===== src/rtl/pfr_pkg.sv =====
// Shared types and constants for the page frame replacement block.
package pfr_pkg;

  // Field widths fixed by the interface
  localparam int PAGE_W     = 16;
  localparam int FTYPE_W    = 3;
  localparam int PHYS_W     = 20;
  localparam int CFG_IDX_W  = 2;
  localparam int CFG_DATA_W = 5;
  localparam int CHANCE_W   = 2;
  localparam int OUT_TDATA_W = 64;

  // Page shift limits
  localparam logic [4:0] SHIFT_MIN = 5'd8;
  localparam logic [4:0] SHIFT_MAX = 5'd16;

  // Configuration register indexes
  localparam logic [CFG_IDX_W-1:0] CFG_POLICY      = 2'd0;
  localparam logic [CFG_IDX_W-1:0] CFG_FRAME_COUNT = 2'd1;
  localparam logic [CFG_IDX_W-1:0] CFG_PAGE_SHIFT  = 2'd2;

  // Fault type codes
  localparam logic [FTYPE_W-1:0] FT_READ_FILL   = 3'd0;
  localparam logic [FTYPE_W-1:0] FT_WRITE_FILL  = 3'd1;
  localparam logic [FTYPE_W-1:0] FT_UPGRADE     = 3'd2;
  localparam logic [FTYPE_W-1:0] FT_READ_REREF  = 3'd3;
  localparam logic [FTYPE_W-1:0] FT_WRITE_REREF = 3'd4;

  // Controller states
  typedef enum logic [1:0] {
    ST_IDLE,
    ST_SCAN,
    ST_SWEEP,
    ST_EVICT
  } state_t;

  // Datapath commands, one per cycle
  typedef enum logic [3:0] {
    CMD_NONE,
    CMD_LOAD,
    CMD_NEXT,
    CMD_FILL,
    CMD_UPGRADE,
    CMD_REREF,
    CMD_WRAP,
    CMD_SWEEP,
    CMD_SEEK,
    CMD_EVICT
  } cmd_t;

  // Datapath status towards the controller
  typedef struct packed {
    logic cur_valid;   // frame under scan holds a page
    logic cur_match;   // frame under scan holds the faulting page
    logic need_upg;    // write to a read-only resident page
    logic is_last;     // frame under scan is the last one in use
    logic clock_mode;  // third chance policy selected
    logic sweep_stop;  // frame under the hand is the victim
    logic out_free;    // output register can take a result
  } status_t;

endpackage


===== src/rtl/pfr_ctrl.sv =====
// Controller state machine: frame scan, clock sweep and eviction sequencing.
module pfr_ctrl (
  input  logic             clk,
  input  logic             rst_n,
  input  logic             in_tvalid,
  output logic             in_tready,
  input  pfr_pkg::status_t st,
  output pfr_pkg::cmd_t    cmd
);

  pfr_pkg::state_t state_r, state_nxt;

  // State register
  always_ff @(posedge clk) begin
    if (!rst_n) begin
      state_r <= pfr_pkg::ST_IDLE;
    end else begin
      state_r <= state_nxt;
    end
  end

  // Next state and commands
  always_comb begin
    state_nxt = state_r;
    cmd       = pfr_pkg::CMD_NONE;
    in_tready = 1'b0;
    unique case (state_r)
      pfr_pkg::ST_IDLE: begin
        in_tready = 1'b1;
        if (in_tvalid) begin
          cmd       = pfr_pkg::CMD_LOAD;
          state_nxt = pfr_pkg::ST_SCAN;
        end
      end
      pfr_pkg::ST_SCAN: begin
        if (!st.cur_valid) begin
          // empty frame: fill it
          if (st.out_free) begin
            cmd       = pfr_pkg::CMD_FILL;
            state_nxt = pfr_pkg::ST_IDLE;
          end
        end else if (st.cur_match) begin
          if (st.need_upg) begin
            if (st.out_free) begin
              cmd       = pfr_pkg::CMD_UPGRADE;
              state_nxt = pfr_pkg::ST_IDLE;
            end
          end else if (st.clock_mode) begin
            if (st.out_free) begin
              cmd       = pfr_pkg::CMD_REREF;
              state_nxt = pfr_pkg::ST_IDLE;
            end
          end else begin
            // plain hit in fifo mode: nothing to report
            state_nxt = pfr_pkg::ST_IDLE;
          end
        end else if (st.is_last) begin
          cmd       = pfr_pkg::CMD_WRAP;
          state_nxt = st.clock_mode ? pfr_pkg::ST_SWEEP : pfr_pkg::ST_EVICT;
        end else begin
          cmd = pfr_pkg::CMD_NEXT;
        end
      end
      pfr_pkg::ST_SWEEP: begin
        if (st.sweep_stop) begin
          cmd       = pfr_pkg::CMD_SEEK;
          state_nxt = pfr_pkg::ST_EVICT;
        end else begin
          cmd = pfr_pkg::CMD_SWEEP;
        end
      end
      pfr_pkg::ST_EVICT: begin
        if (st.out_free) begin
          cmd       = pfr_pkg::CMD_EVICT;
          state_nxt = pfr_pkg::ST_IDLE;
        end
      end
      default: begin
        state_nxt = pfr_pkg::ST_IDLE;
      end
    endcase
  end

endmodule


===== src/rtl/pfr_datapath.sv =====
// Datapath: frame table, clock hand, configuration and result register.
module pfr_datapath #(
  parameter int MAX_FRAMES  = 16,
  parameter int OFFSET_BITS = 24
) (
  input  logic                                clk,
  input  logic                                rst_n,
  input  pfr_pkg::cmd_t                       cmd,
  output pfr_pkg::status_t                    st,
  input  logic [OFFSET_BITS-1:0]              vm_offset,
  input  logic                                is_write,
  input  logic                                cfg_valid,
  input  logic [pfr_pkg::CFG_IDX_W-1:0]       cfg_index,
  input  logic [pfr_pkg::CFG_DATA_W-1:0]      cfg_data,
  output logic                                out_tvalid,
  input  logic                                out_tready,
  output logic [pfr_pkg::OUT_TDATA_W-1:0]     out_tdata
);

  localparam int FW    = $clog2(MAX_FRAMES);
  localparam int WORD_W = pfr_pkg::PAGE_W + 1;

  // Configuration registers
  logic                              policy_r;
  logic [pfr_pkg::CFG_DATA_W-1:0]    frame_count_r;
  logic [pfr_pkg::CFG_DATA_W-1:0]    page_shift_r;

  // Item registers
  logic [pfr_pkg::PAGE_W-1:0]        page_r;
  logic [15:0]                       inpage_r;
  logic [4:0]                        shift_r;
  logic                              wr_r;

  // Frame table
  logic [WORD_W-1:0]                 mem [MAX_FRAMES];   // {dirty, page}
  logic [WORD_W-1:0]                 rdata_r;
  logic [MAX_FRAMES-1:0]             valid_r;
  logic [MAX_FRAMES-1:0]             ref_r;
  logic [MAX_FRAMES-1:0]             writable_r;
  logic [pfr_pkg::CHANCE_W-1:0]      chance_r [MAX_FRAMES];

  logic [FW-1:0]                     idx_r;
  logic [FW-1:0]                     hand_r, hand_nxt;
  logic [FW-1:0]                     last_idx;
  logic [FW-1:0]                     rd_addr;
  logic                              rd_en;
  logic [4:0]                        shift_c;
  logic [OFFSET_BITS-1:0]            page_full;
  logic [15:0]                       inpage_c;

  // Result register
  logic                              out_valid_r, out_valid_nxt;
  logic [pfr_pkg::PAGE_W-1:0]        o_page_r;
  logic [pfr_pkg::FTYPE_W-1:0]       o_ftype_r;
  logic                              o_ev_r;
  logic [pfr_pkg::PAGE_W-1:0]        o_evpage_r;
  logic                              o_wb_r;
  logic [pfr_pkg::PHYS_W-1:0]        o_phys_r;

  logic                              emit;
  logic [FW-1:0]                     emit_frame;
  logic [31:0]                       phys_c;
  logic [pfr_pkg::FTYPE_W-1:0]       fill_type;
  logic                              hand_stop;
  logic [pfr_pkg::CHANCE_W-1:0]      hand_ch;

  // Configuration writes
  always_ff @(posedge clk) begin
    if (!rst_n) begin
      policy_r      <= 1'b1;
      frame_count_r <= 5'd16;
      page_shift_r  <= 5'd12;
    end else if (cfg_valid) begin
      unique case (cfg_index)
        pfr_pkg::CFG_POLICY:      policy_r      <= cfg_data[0];
        pfr_pkg::CFG_FRAME_COUNT: frame_count_r <= cfg_data;
        pfr_pkg::CFG_PAGE_SHIFT:  page_shift_r  <= cfg_data;
        default: ;
      endcase
    end
  end

  // Last frame in use, frame count clamped to 1..MAX_FRAMES
  always_comb begin
    if (frame_count_r == '0) begin
      last_idx = '0;
    end else if (32'(frame_count_r) > MAX_FRAMES) begin
      last_idx = FW'(MAX_FRAMES - 1);
    end else begin
      last_idx = FW'(32'(frame_count_r) - 32'd1);
    end
  end

  // Page split of the incoming offset
  always_comb begin
    if (page_shift_r < pfr_pkg::SHIFT_MIN) begin
      shift_c = pfr_pkg::SHIFT_MIN;
    end else if (page_shift_r > pfr_pkg::SHIFT_MAX) begin
      shift_c = pfr_pkg::SHIFT_MAX;
    end else begin
      shift_c = page_shift_r;
    end
    page_full = vm_offset >> shift_c;
    inpage_c  = vm_offset[15:0] & 16'((17'd1 << shift_c) - 17'd1);
  end

  always_ff @(posedge clk) begin
    if (cmd == pfr_pkg::CMD_LOAD) begin
      page_r   <= page_full[pfr_pkg::PAGE_W-1:0];
      inpage_r <= inpage_c;
      shift_r  <= shift_c;
      wr_r     <= is_write;
    end
  end

  // Scan index
  always_ff @(posedge clk) begin
    if (cmd == pfr_pkg::CMD_LOAD) begin
      idx_r <= '0;
    end else if (cmd == pfr_pkg::CMD_NEXT) begin
      idx_r <= idx_r + 1'b1;
    end
  end

  // Clock hand
  assign hand_ch   = chance_r[hand_r];
  assign hand_stop = !ref_r[hand_r] &&
                     ((!writable_r[hand_r] && hand_ch >= 2'd1) ||
                      (writable_r[hand_r] && hand_ch >= 2'd2));

  always_comb begin
    hand_nxt = hand_r;
    case (cmd)
      pfr_pkg::CMD_WRAP: begin
        if (hand_r > last_idx) hand_nxt = '0;
      end
      pfr_pkg::CMD_SWEEP, pfr_pkg::CMD_EVICT: begin
        hand_nxt = (hand_r >= last_idx) ? '0 : hand_r + 1'b1;
      end
      default: ;
    endcase
  end

  always_ff @(posedge clk) begin
    if (!rst_n) begin
      hand_r <= '0;
    end else begin
      hand_r <= hand_nxt;
    end
  end

  // Frame memory read port: registered, enabled only when data is wanted
  always_comb begin
    rd_en   = 1'b1;
    rd_addr = hand_nxt;
    case (cmd)
      pfr_pkg::CMD_LOAD: rd_addr = '0;
      pfr_pkg::CMD_NEXT: rd_addr = idx_r + 1'b1;
      pfr_pkg::CMD_WRAP, pfr_pkg::CMD_SWEEP, pfr_pkg::CMD_SEEK: ;
      default: rd_en = 1'b0;
    endcase
  end

  always_ff @(posedge clk) begin
    if (rd_en) begin
      rdata_r <= mem[rd_addr];
    end
    case (cmd)
      pfr_pkg::CMD_FILL:    mem[idx_r]  <= {wr_r, page_r};
      pfr_pkg::CMD_UPGRADE: mem[idx_r]  <= {1'b1, page_r};
      pfr_pkg::CMD_EVICT:   mem[hand_r] <= {wr_r, page_r};
      default: ;
    endcase
  end

  // Per-frame flags
  always_ff @(posedge clk) begin
    if (!rst_n) begin
      valid_r <= '0;
      ref_r   <= '0;
      for (int i = 0; i < MAX_FRAMES; i++) chance_r[i] <= '0;
    end else begin
      case (cmd)
        pfr_pkg::CMD_FILL: begin
          valid_r[idx_r]  <= 1'b1;
          ref_r[idx_r]    <= 1'b1;
          chance_r[idx_r] <= '0;
        end
        pfr_pkg::CMD_UPGRADE: begin
          if (policy_r) begin
            ref_r[idx_r]    <= 1'b1;
            chance_r[idx_r] <= '0;
          end
        end
        pfr_pkg::CMD_REREF: begin
          ref_r[idx_r]    <= 1'b1;
          chance_r[idx_r] <= '0;
        end
        pfr_pkg::CMD_SWEEP: begin
          ref_r[hand_r] <= 1'b0;
          if (hand_ch != 2'd3) chance_r[hand_r] <= hand_ch + 2'd1;
        end
        pfr_pkg::CMD_EVICT: begin
          valid_r[hand_r]  <= 1'b1;
          ref_r[hand_r]    <= 1'b1;
          chance_r[hand_r] <= '0;
        end
        default: ;
      endcase
    end
  end

  // Writable flags hold no meaning until their frame is filled
  always_ff @(posedge clk) begin
    case (cmd)
      pfr_pkg::CMD_FILL:    writable_r[idx_r]  <= wr_r;
      pfr_pkg::CMD_UPGRADE: writable_r[idx_r]  <= 1'b1;
      pfr_pkg::CMD_EVICT:   writable_r[hand_r] <= wr_r;
      default: ;
    endcase
  end

  // Result assembly
  assign fill_type  = wr_r ? pfr_pkg::FT_WRITE_FILL : pfr_pkg::FT_READ_FILL;
  assign emit       = (cmd == pfr_pkg::CMD_FILL) || (cmd == pfr_pkg::CMD_UPGRADE) ||
                      (cmd == pfr_pkg::CMD_REREF) || (cmd == pfr_pkg::CMD_EVICT);
  assign emit_frame = (cmd == pfr_pkg::CMD_EVICT) ? hand_r : idx_r;
  assign phys_c     = 32'(inpage_r) | (32'(emit_frame) << shift_r);

  always_comb begin
    out_valid_nxt = out_valid_r;
    if (emit) begin
      out_valid_nxt = 1'b1;
    end else if (out_tready) begin
      out_valid_nxt = 1'b0;
    end
  end

  always_ff @(posedge clk) begin
    if (!rst_n) begin
      out_valid_r <= 1'b0;
    end else begin
      out_valid_r <= out_valid_nxt;
    end
  end

  always_ff @(posedge clk) begin
    if (emit) begin
      o_page_r   <= page_r;
      o_phys_r   <= phys_c[pfr_pkg::PHYS_W-1:0];
      o_ev_r     <= (cmd == pfr_pkg::CMD_EVICT);
      o_evpage_r <= (cmd == pfr_pkg::CMD_EVICT) ? rdata_r[pfr_pkg::PAGE_W-1:0] : '0;
      o_wb_r     <= (cmd == pfr_pkg::CMD_EVICT) ? rdata_r[WORD_W-1] : 1'b0;
      case (cmd)
        pfr_pkg::CMD_UPGRADE: o_ftype_r <= pfr_pkg::FT_UPGRADE;
        pfr_pkg::CMD_REREF:
          o_ftype_r <= wr_r ? pfr_pkg::FT_WRITE_REREF : pfr_pkg::FT_READ_REREF;
        default:              o_ftype_r <= fill_type;
      endcase
    end
  end

  assign out_tvalid = out_valid_r;
  assign out_tdata  = {7'd0, o_phys_r, o_wb_r, o_evpage_r, o_ev_r, o_ftype_r, o_page_r};

  // Status towards the controller
  assign st.cur_valid  = valid_r[idx_r];
  assign st.cur_match  = valid_r[idx_r] && (rdata_r[pfr_pkg::PAGE_W-1:0] == page_r);
  assign st.need_upg   = wr_r && !writable_r[idx_r];
  assign st.is_last    = (idx_r == last_idx);
  assign st.clock_mode = policy_r;
  assign st.sweep_stop = hand_stop;
  assign st.out_free   = !out_valid_r || out_tready;

endmodule


===== src/rtl/page_frame_replacement.sv =====
// Top level of the page frame replacement block.
// Usage:
//   in_*  : one page-fault event per transfer (offset into the managed region
//           and a read/write flag). Taken only while no event is in work.
//   out_* : at most one result per event (page, fault type, evicted page,
//           write-back flag, physical address). A fifo-mode hit gives none.
//   cfg_* : register writes (policy, frame count, page shift); always ready.
//           Written only while the block is idle: a user rule, not enforced.
// Flow: the event is taken, then the frames in use are scanned in order
//   until a match or an empty frame. With the table full, fifo mode evicts
//   the frame under the clock hand; third chance mode first sweeps the hand
//   until it stops at a victim, then evicts it. The frame scan over the
//   frame memory's single read port sets the pace; one event is in work at
//   a time.
// Reset: all frames empty, hand at frame 0, policy third chance, 16 frames,
//   4 KiB pages. No clearing pass is needed.
// Stall: the result sits in an output register; a new event is taken while
//   it waits, and the following result waits in the controller until the
//   register is free.
module page_frame_replacement #(
  parameter int MAX_FRAMES  = 16,
  parameter int OFFSET_BITS = 24
) (
  input  logic                                       clk,
  input  logic                                       rst_n,
  input  logic                                       in_tvalid,
  output logic                                       in_tready,
  // tdata, low bit up: vm_offset, is_write, zero fill
  input  logic [((OFFSET_BITS + 8) / 8) * 8 - 1:0]   in_tdata,
  output logic                                       out_tvalid,
  input  logic                                       out_tready,
  // tdata, low bit up: page_number[15:0], fault_type[18:16],
  // evicted_valid[19], evicted_page[35:20], write_back[36],
  // physical address[56:37], zero fill
  output logic [pfr_pkg::OUT_TDATA_W-1:0]            out_tdata,
  input  logic                                       cfg_valid,
  output logic                                       cfg_ready,
  input  logic [pfr_pkg::CFG_IDX_W-1:0]              cfg_index,
  input  logic [pfr_pkg::CFG_DATA_W-1:0]             cfg_data
);

  pfr_pkg::status_t st;
  pfr_pkg::cmd_t    cmd;

  assign cfg_ready = 1'b1;

  pfr_ctrl u_ctrl (
    .clk       (clk),
    .rst_n     (rst_n),
    .in_tvalid (in_tvalid),
    .in_tready (in_tready),
    .st        (st),
    .cmd       (cmd)
  );

  pfr_datapath #(
    .MAX_FRAMES  (MAX_FRAMES),
    .OFFSET_BITS (OFFSET_BITS)
  ) u_dp (
    .clk        (clk),
    .rst_n      (rst_n),
    .cmd        (cmd),
    .st         (st),
    .vm_offset  (in_tdata[OFFSET_BITS-1:0]),
    .is_write   (in_tdata[OFFSET_BITS]),
    .cfg_valid  (cfg_valid),
    .cfg_index  (cfg_index),
    .cfg_data   (cfg_data),
    .out_tvalid (out_tvalid),
    .out_tready (out_tready),
    .out_tdata  (out_tdata)
  );

endmodule


===== config.mk =====
export PLATFORM = sky130hd
export DESIGN_NAME = page_frame_replacement
export DESIGN_NICKNAME = d
export VERILOG_FILES = /design/src/rtl/pfr_pkg.sv /design/src/rtl/pfr_ctrl.sv /design/src/rtl/pfr_datapath.sv /design/src/rtl/page_frame_replacement.sv
export SDC_FILE = /design/constraint.sdc
export NUM_CORES = 1
export LEC_CHECK = 0
export BUFFER_PORTS_ARGS = -buffer_cell sky130_fd_sc_hd__buf_2
export CORE_ASPECT_RATIO = 0.8
export CORE_UTILIZATION = 36
export DETAILED_ROUTE_END_ITERATION = 10
export HOLD_SLACK_MARGIN = 0.06
export SLEW_MARGIN = 20
export SYNTH_ARGS = -nofsm -noshare
export SYNTH_HDL_FRONTEND = slang
export SYNTH_HIERARCHICAL = 1
export SYNTH_SLANG_ARGS = --single-unit

===== constraint.sdc =====
create_clock -name clk -period 12.8 [get_ports clk]
set_input_delay 2.56 -clock clk [delete_from_list [all_inputs] [get_ports clk]]
set_output_delay 2.56 -clock clk [all_outputs]
set_load 0.02 [all_outputs]

==> results of run 1 <==
==> cell families after synthesis <==
| group | after synthesis | share of synthesized area [%] |
|---|---|---|
| simple gates | 618 | 12.6 |
| flops | 486 | 64.1 |
| compound gates | 455 | 12.6 |
| buf+inv | 159 | 3.39 |
| mux | 74 | 5.21 |
| xor+xnor | 24 | 0.959 |
| fa+ha+maj | 19 | 1.07 |
| other cells | 3 | 0.0513 |
==> sequential cells by signal (all words and copies together), names as in the netlist, 17 cells and up <==
register	flops
u_dp/o_phys_r	20
u_dp/rdata_r	17
u_dp/chance_r	32
u_dp/mem	272
==> final timing paths <==
check / from / to / slack [ns] / cells past startpoint
worst max-delay path: u_dp/hand_r[0] / u_dp/mem[13][14] / 5.31 / 18
worst min-delay path: u_dp/ref_r[2] / u_dp/ref_r[2] / 0.48 / 2
worst max register to register: u_dp/hand_r[0] / u_dp/mem[13][14] / 5.31 / 18
worst min register to register: u_dp/ref_r[2] / u_dp/ref_r[2] / 0.48 / 2
==> per-stage QoR <==
step	instance area [um^2]	hold WS (ns)	setup slack, ns	util (%)
finish	24900	0.479	5.31	41.6
global route	24900	0.488	4.86	41.6
CTS	24900	0.471	5.35	41.5
detailed placement	23200	0.463	4.98	38.7
global placement	23200	0.446	5.05	38.7
floorplan	22000	0.431	5.42	-
==> cells in the mapped netlist (5+ instances only) <==
cell type,n
a211o_1,17
a21o_1,8
a21oi_1,199
a22o_1,36
a22oi_1,20
a31oi_1,12
and2_1,31
and3_1,22
buf_1,7
buf_2,28
buf_4,17
buf_6,5
clkbuf_1,74
dfxtp_1,54
edfxtp_1,432
ha_1,18
inv_1,24
mux2i_1,40
mux4_2,32
nand2_1,298
nand2b_1,11
nand3_1,30
nand4_1,5
nor2_1,151
nor2b_1,18
nor3_1,19
o211ai_1,15
o21ai_0,86
o21bai_1,10
o22ai_1,21
xnor2_1,14
xor2_1,10
==> layout make-up <==
cell class	instances	area [um^2]	share of cell area, %
clock buffers	65	1370	5.49
clock inverters	29	323	1.30
inverters	27	101	0.407
multi-input cells	1200	7250	29.1
flip-flops and latches	486	14100	56.4
well taps	779	975	3.91
repair buffers	144	847	3.40
==> power by group <==
group	leakage (nW)	total [mW]	internal, mW	switching, mW
combinational	3.41	0.354	0.114	0.241
sequential	4.42	1.85	1.82	0.0373
clock	0.820	1.50	0.878	0.619
==> worst max-delay path, stage by stage, from the launching register on <==
cell      delay [ns]
dfxtp_1         0.30
buf_4           0.39
mux4_2          0.59
mux4_2          0.49
inv_1           0.15
ha_1            0.16
o21ai_0         0.09
a21oi_1         0.51
nor2_1          0.08
nand2_1         0.10
nand2_1         0.33
nor2_1          0.28
nand3_2         0.60
inv_1           0.74
buf_4           0.48
nor2_1          0.08
a21oi_1         0.49
nand2b_1        0.29
nor2_2          0.90
==> metal layers <==
layer  vias up  track usage, %
met5         -               0
met4         0            4.46
met3        69            3.58
met2       661            27.1
met1      7400            27.5
li1       6880               -
==> impl_metrics.toml, run 1 <==
[timing]
post-route-period-util_pct = 58.5
setup_tns_ns = 0
tightest_slew_ns = 1.09
final_max_slew_viol_count = 0
finalSetupViolations = 0
post-route-min-period_ns = 7.49
max_freq_ghz = 0.133
skew_ns = 0.0240
rsz0062_at_grt = "false"
hold_viol = 0
slew_headroom_pct = 27.4

[clock_tree]
clock-sinks = 486
clockBufferDepth = 3
clk_latency_ns = 0.61
hold_buffers = 0
cts_tree = "built"
numCtsBuffers = 51
cts.clk_slew.worst_paths_ns = 0.06
htree_levels = 2
clock-root-buffer = "clkbuf_16"
cts_setup_buffers = 0
cts_resized = 0

[final_layout]
final_common_cell = "edfxtp_1"
fillers = 5512
nets = 1972
diodes = 0
area_delta_synth_final_pct = 13.6
stdcell_count = 2730
layout_common_cells = "432 x edfxtp_1, 297 x nand2_1, 199 x a21oi_1"
drive_gt1_share_pct = 14.9

[drt]
highest_layer = "met4"
ant_nets = 0
drcViolationCount = 0
drtIter0Drc = 1604
drt-total-wl_um = 57500
wl_met1_um = 26300
met3_length_um = 5160
first_pass_iters = 6
wl_met2_um = 25200
routed_via_density = 5.50
via_count = 15010
wl_per_cell_um = 21.1

[place]
dp.cells = 2636
portBuffers = 95
gp_congestion = 0.861
dp_hpwl_um = 34900

[yosys]
synth.area.top_cells = "edfxtp_1 59%, nand2_1 5.1%, dfxtp_1 4.9%"
synth_async_sr_flop_share_pct = 0
synth-seq-cells = 486
synthesis.area_mm2 = 0.0219
ys_warn_count = 6
synth-edff-count = 432
yosysSeqAreaShare_pct = 64.1
syn_inst = 1838
yosysTopAreaCell = "edfxtp_1"
yosys.cell_types.count = 71
synth_flop_cell = "edfxtp_1"
avgSynthCellArea_um2 = 11.9
yosys.area.top_type_share_pct = 59.2

[critical_path]
critPathMaxFanout = 34
cp-start-kind = "register"
required_ns = 13.01
worstSetupPathType = "reg -> reg"
worst_setup_path_end_kind = "register"
crit_arrival_ns = 7.71

[status]
status = "complete, no violations"

[floorplan]
dieArea_mm2 = 0.0619
num_io_pins = 111
die_w_um = 278
core_area_mm2 = 0.0600
initial_utilization_pct = 36.6
rows = 80
die_height_um = 223

[power_and_ir_drop]
peakVddDrop_uv = 85.0
power.density_mw_per_mm2 = 149
finalPower_mw = 3.71
p_leak_nw = 8.65

[worst_hold_path]
hold_class = "reg -> reg"

[global_route]
grt.total_usage_pct = 18.3
grt_max_degree = 111
gr-total-overflow = 0
grt_pass1_vias = 14037
grt_pass1_wl_um = 86500
antenna_found_initial = 0

[job]
maxCapViolCount = 0
(Power assumes the default switching activity.)
==> run 2, diff against run 1 <==
- clock period: 12.8 -> 6.35 ns (I/O delays scaled with it)
==> run 2 against run 1 <==
Largest power group unchanged. Critical endpoint is now u_dp/rdata_r[12]. Largest cell class unchanged. Critical path type unchanged. Sequential cell count unchanged. Non-clock buffer count grew 26. Die area unchanged.
==> impl_metrics.toml, run 2 (same netlist as run 1, synthesis figures left out) <==
[final_layout]
nets = 1996
layout_common_cells = "432 x edfxtp_1, 297 x nand2_1, 198 x a21oi_1"
largest_reg_flops = 272
drive_gt1_share_pct = 15.7
top_regs = "u_dp/mem x272, u_dp/chance_r x32, u_dp/o_phys_r x20"
largest_register = "u_dp/mem"
final_common_cell = "edfxtp_1"
area_delta_synth_final_pct = 14.4
diodes = 0
final_cell_area_mm2 = 0.0251

[clock_tree]
cts.clk_slew.worst_paths_ns = 0.06
htree_levels = 2
hold_buffers = 0
clk_latency_ns = 0.61
cts_setup_buffers = 0
cts_resized = 0
clock-root-buffer = "clkbuf_16"
clockBufferDepth = 3
numCtsBuffers = 49
cts_tree = "built"
clock-sinks = 486

[floorplan]
dieArea_mm2 = 0.0619
rows = 80
initial_utilization_pct = 36.6
die_height_um = 223
core_area_mm2 = 0.0600
die_w_um = 278
num_io_pins = 111

[place]
postPlaceCellArea_mm2 = 0.0235
dp_hpwl_um = 38300
portBuffers = 95
gp_congestion = 0.875

[job]
maxCapViolCount = 0

[critical_path]
rr_worst_depth = 21
worst_setup_path_end_kind = "register"
slowest_delay_ns = 0.74
worst-path-stages = 21
required_ns = 6.71
crit_arrival_ns = 6.16
worstSetupPathType = "reg -> reg"
cp-start-kind = "register"
path_buf_inv = 5
critPathMaxFanout = 26
critPathTopFamily = "simple AND/OR/NAND/NOR gates"
path_common_cell = "buf_4"
critPathSlowestCell = "dfxtp_1"
path_cells = "buf_4 -> mux4_2 -> mux4_2 -> or2_2 -> a21oi_1 -> buf_4 -> nor2_1 -> nand2_1 -> o21ai_0 -> buf_4 -> nor2_1 -> nand3_2 -> buf_4 -> nand2_1 -> nand3_1 -> and3_4 -> buf_12 -> a21oi_1 -> a22o_1 -> o22ai_1 -> a211o_1"

[drt]
first_pass_iters = 6
drt-total-wl_um = 59400
drtIter0Drc = 1593
via_count = 15266
wl_per_cell_um = 21.6
routed_via_density = 5.55
ant_nets = 0
drcViolationCount = 0

[global_route]
grt_pass1_vias = 14392
grt_max_degree = 69
grt.total_usage_pct = 18.9
gr-total-overflow = 0
grt_pass1_wl_um = 89300
antenna_found_initial = 1

[status]
status = "complete, no violations"

[timing]
rsz0062_at_grt = "false"
finalSetupViolations = 0
setup_tns_ns = 0
tightest_slew_ns = 1.01
post-route-min-period_ns = 5.80
final_max_slew_viol_count = 0
post-route-period-util_pct = 91.3
slew_headroom_pct = 32.7
max_freq_ghz = 0.173
skew_ns = 0.0305
hold_viol = 0

[worst_hold_path]
hold_class = "reg -> reg"
hold_depth = 2

[power_and_ir_drop]
power.density_mw_per_mm2 = 292
peakVddDrop_uv = 176
p_leak_nw = 8.76
finalPower_mw = 7.33
==> run 2: final timing paths <==
path,slack [ns],from,endpoint
max,0.55,u_dp/hand_r[0],u_dp/rdata_r[12]
min,0.48,u_dp/valid_r[8],u_dp/valid_r[8]
max reg2reg,0.55,u_dp/hand_r[0],u_dp/rdata_r[12]
min reg2reg,0.48,u_dp/valid_r[8],u_dp/valid_r[8]
==> run 2: power by group <==
part | total (mW) | internal [mW] | switching (mW)
Clock | 2.82 | 1.57 | 1.25
Combinational | 0.727 | 0.250 | 0.477
Sequential | 3.78 | 3.66 | 0.119
Total | 7.33 | 5.49 | 1.84
==> run 2: layout make-up <==
| type | instances | area (um^2) |
|---|---|---|
| Clock buffer | 61 | 1290 |
| Multi-Input combinational cell | 1200 | 7220 |
| Clock inverter | 30 | 253 |
| Tap cell | 779 | 975 |
| Fill cell | 5576 | 34900 |
| Sequential cell | 486 | 14100 |
| Timing Repair Buffer | 170 | 1200 |
| Inverter | 27 | 101 |
==> run 2: routing by layer <==
metal / track usage (%) / vias up / part of all wire [%]
met5: 0 / - / 0
met4: 3.87 / 0 / 1.5
met3: 4.11 / 67 / 9.6
met2: 27.3 / 695 / 42
met1: 29.0 / 7559 / 46
li1: - / 6945 / -
==> run 2: worst reg2reg max path: stages (launching register included) <==
cell	delay, ns
dfxtp_1	0.74
buf_4	0.30
mux4_2	0.53
mux4_2	0.54
or2_2	0.30
a21oi_1	0.25
buf_4	0.20
nor2_1	0.04
nand2_1	0.09
o21ai_0	0.10
buf_4	0.18
nor2_1	0.16
nand3_2	0.14
buf_4	0.29
nand2_1	0.12
nand3_1	0.19
and3_4	0.30
buf_12	0.19
a21oi_1	0.17
a22o_1	0.24
o22ai_1	0.18
a211o_1	0.31
==> run 2: per-stage QoR <==
stage	hold WS [ns]	util [%]	std cells	setup slack, ns
after global routing	0.491	41.9	2753	0.260
after floorplan	0.431	-	1845	0.119
after CTS	0.478	41.9	2753	0.564
after detailed placement	0.468	39.3	2662	0.616
final	0.478	41.9	2753	0.555
after global placement	0.444	39.3	2662	0.660
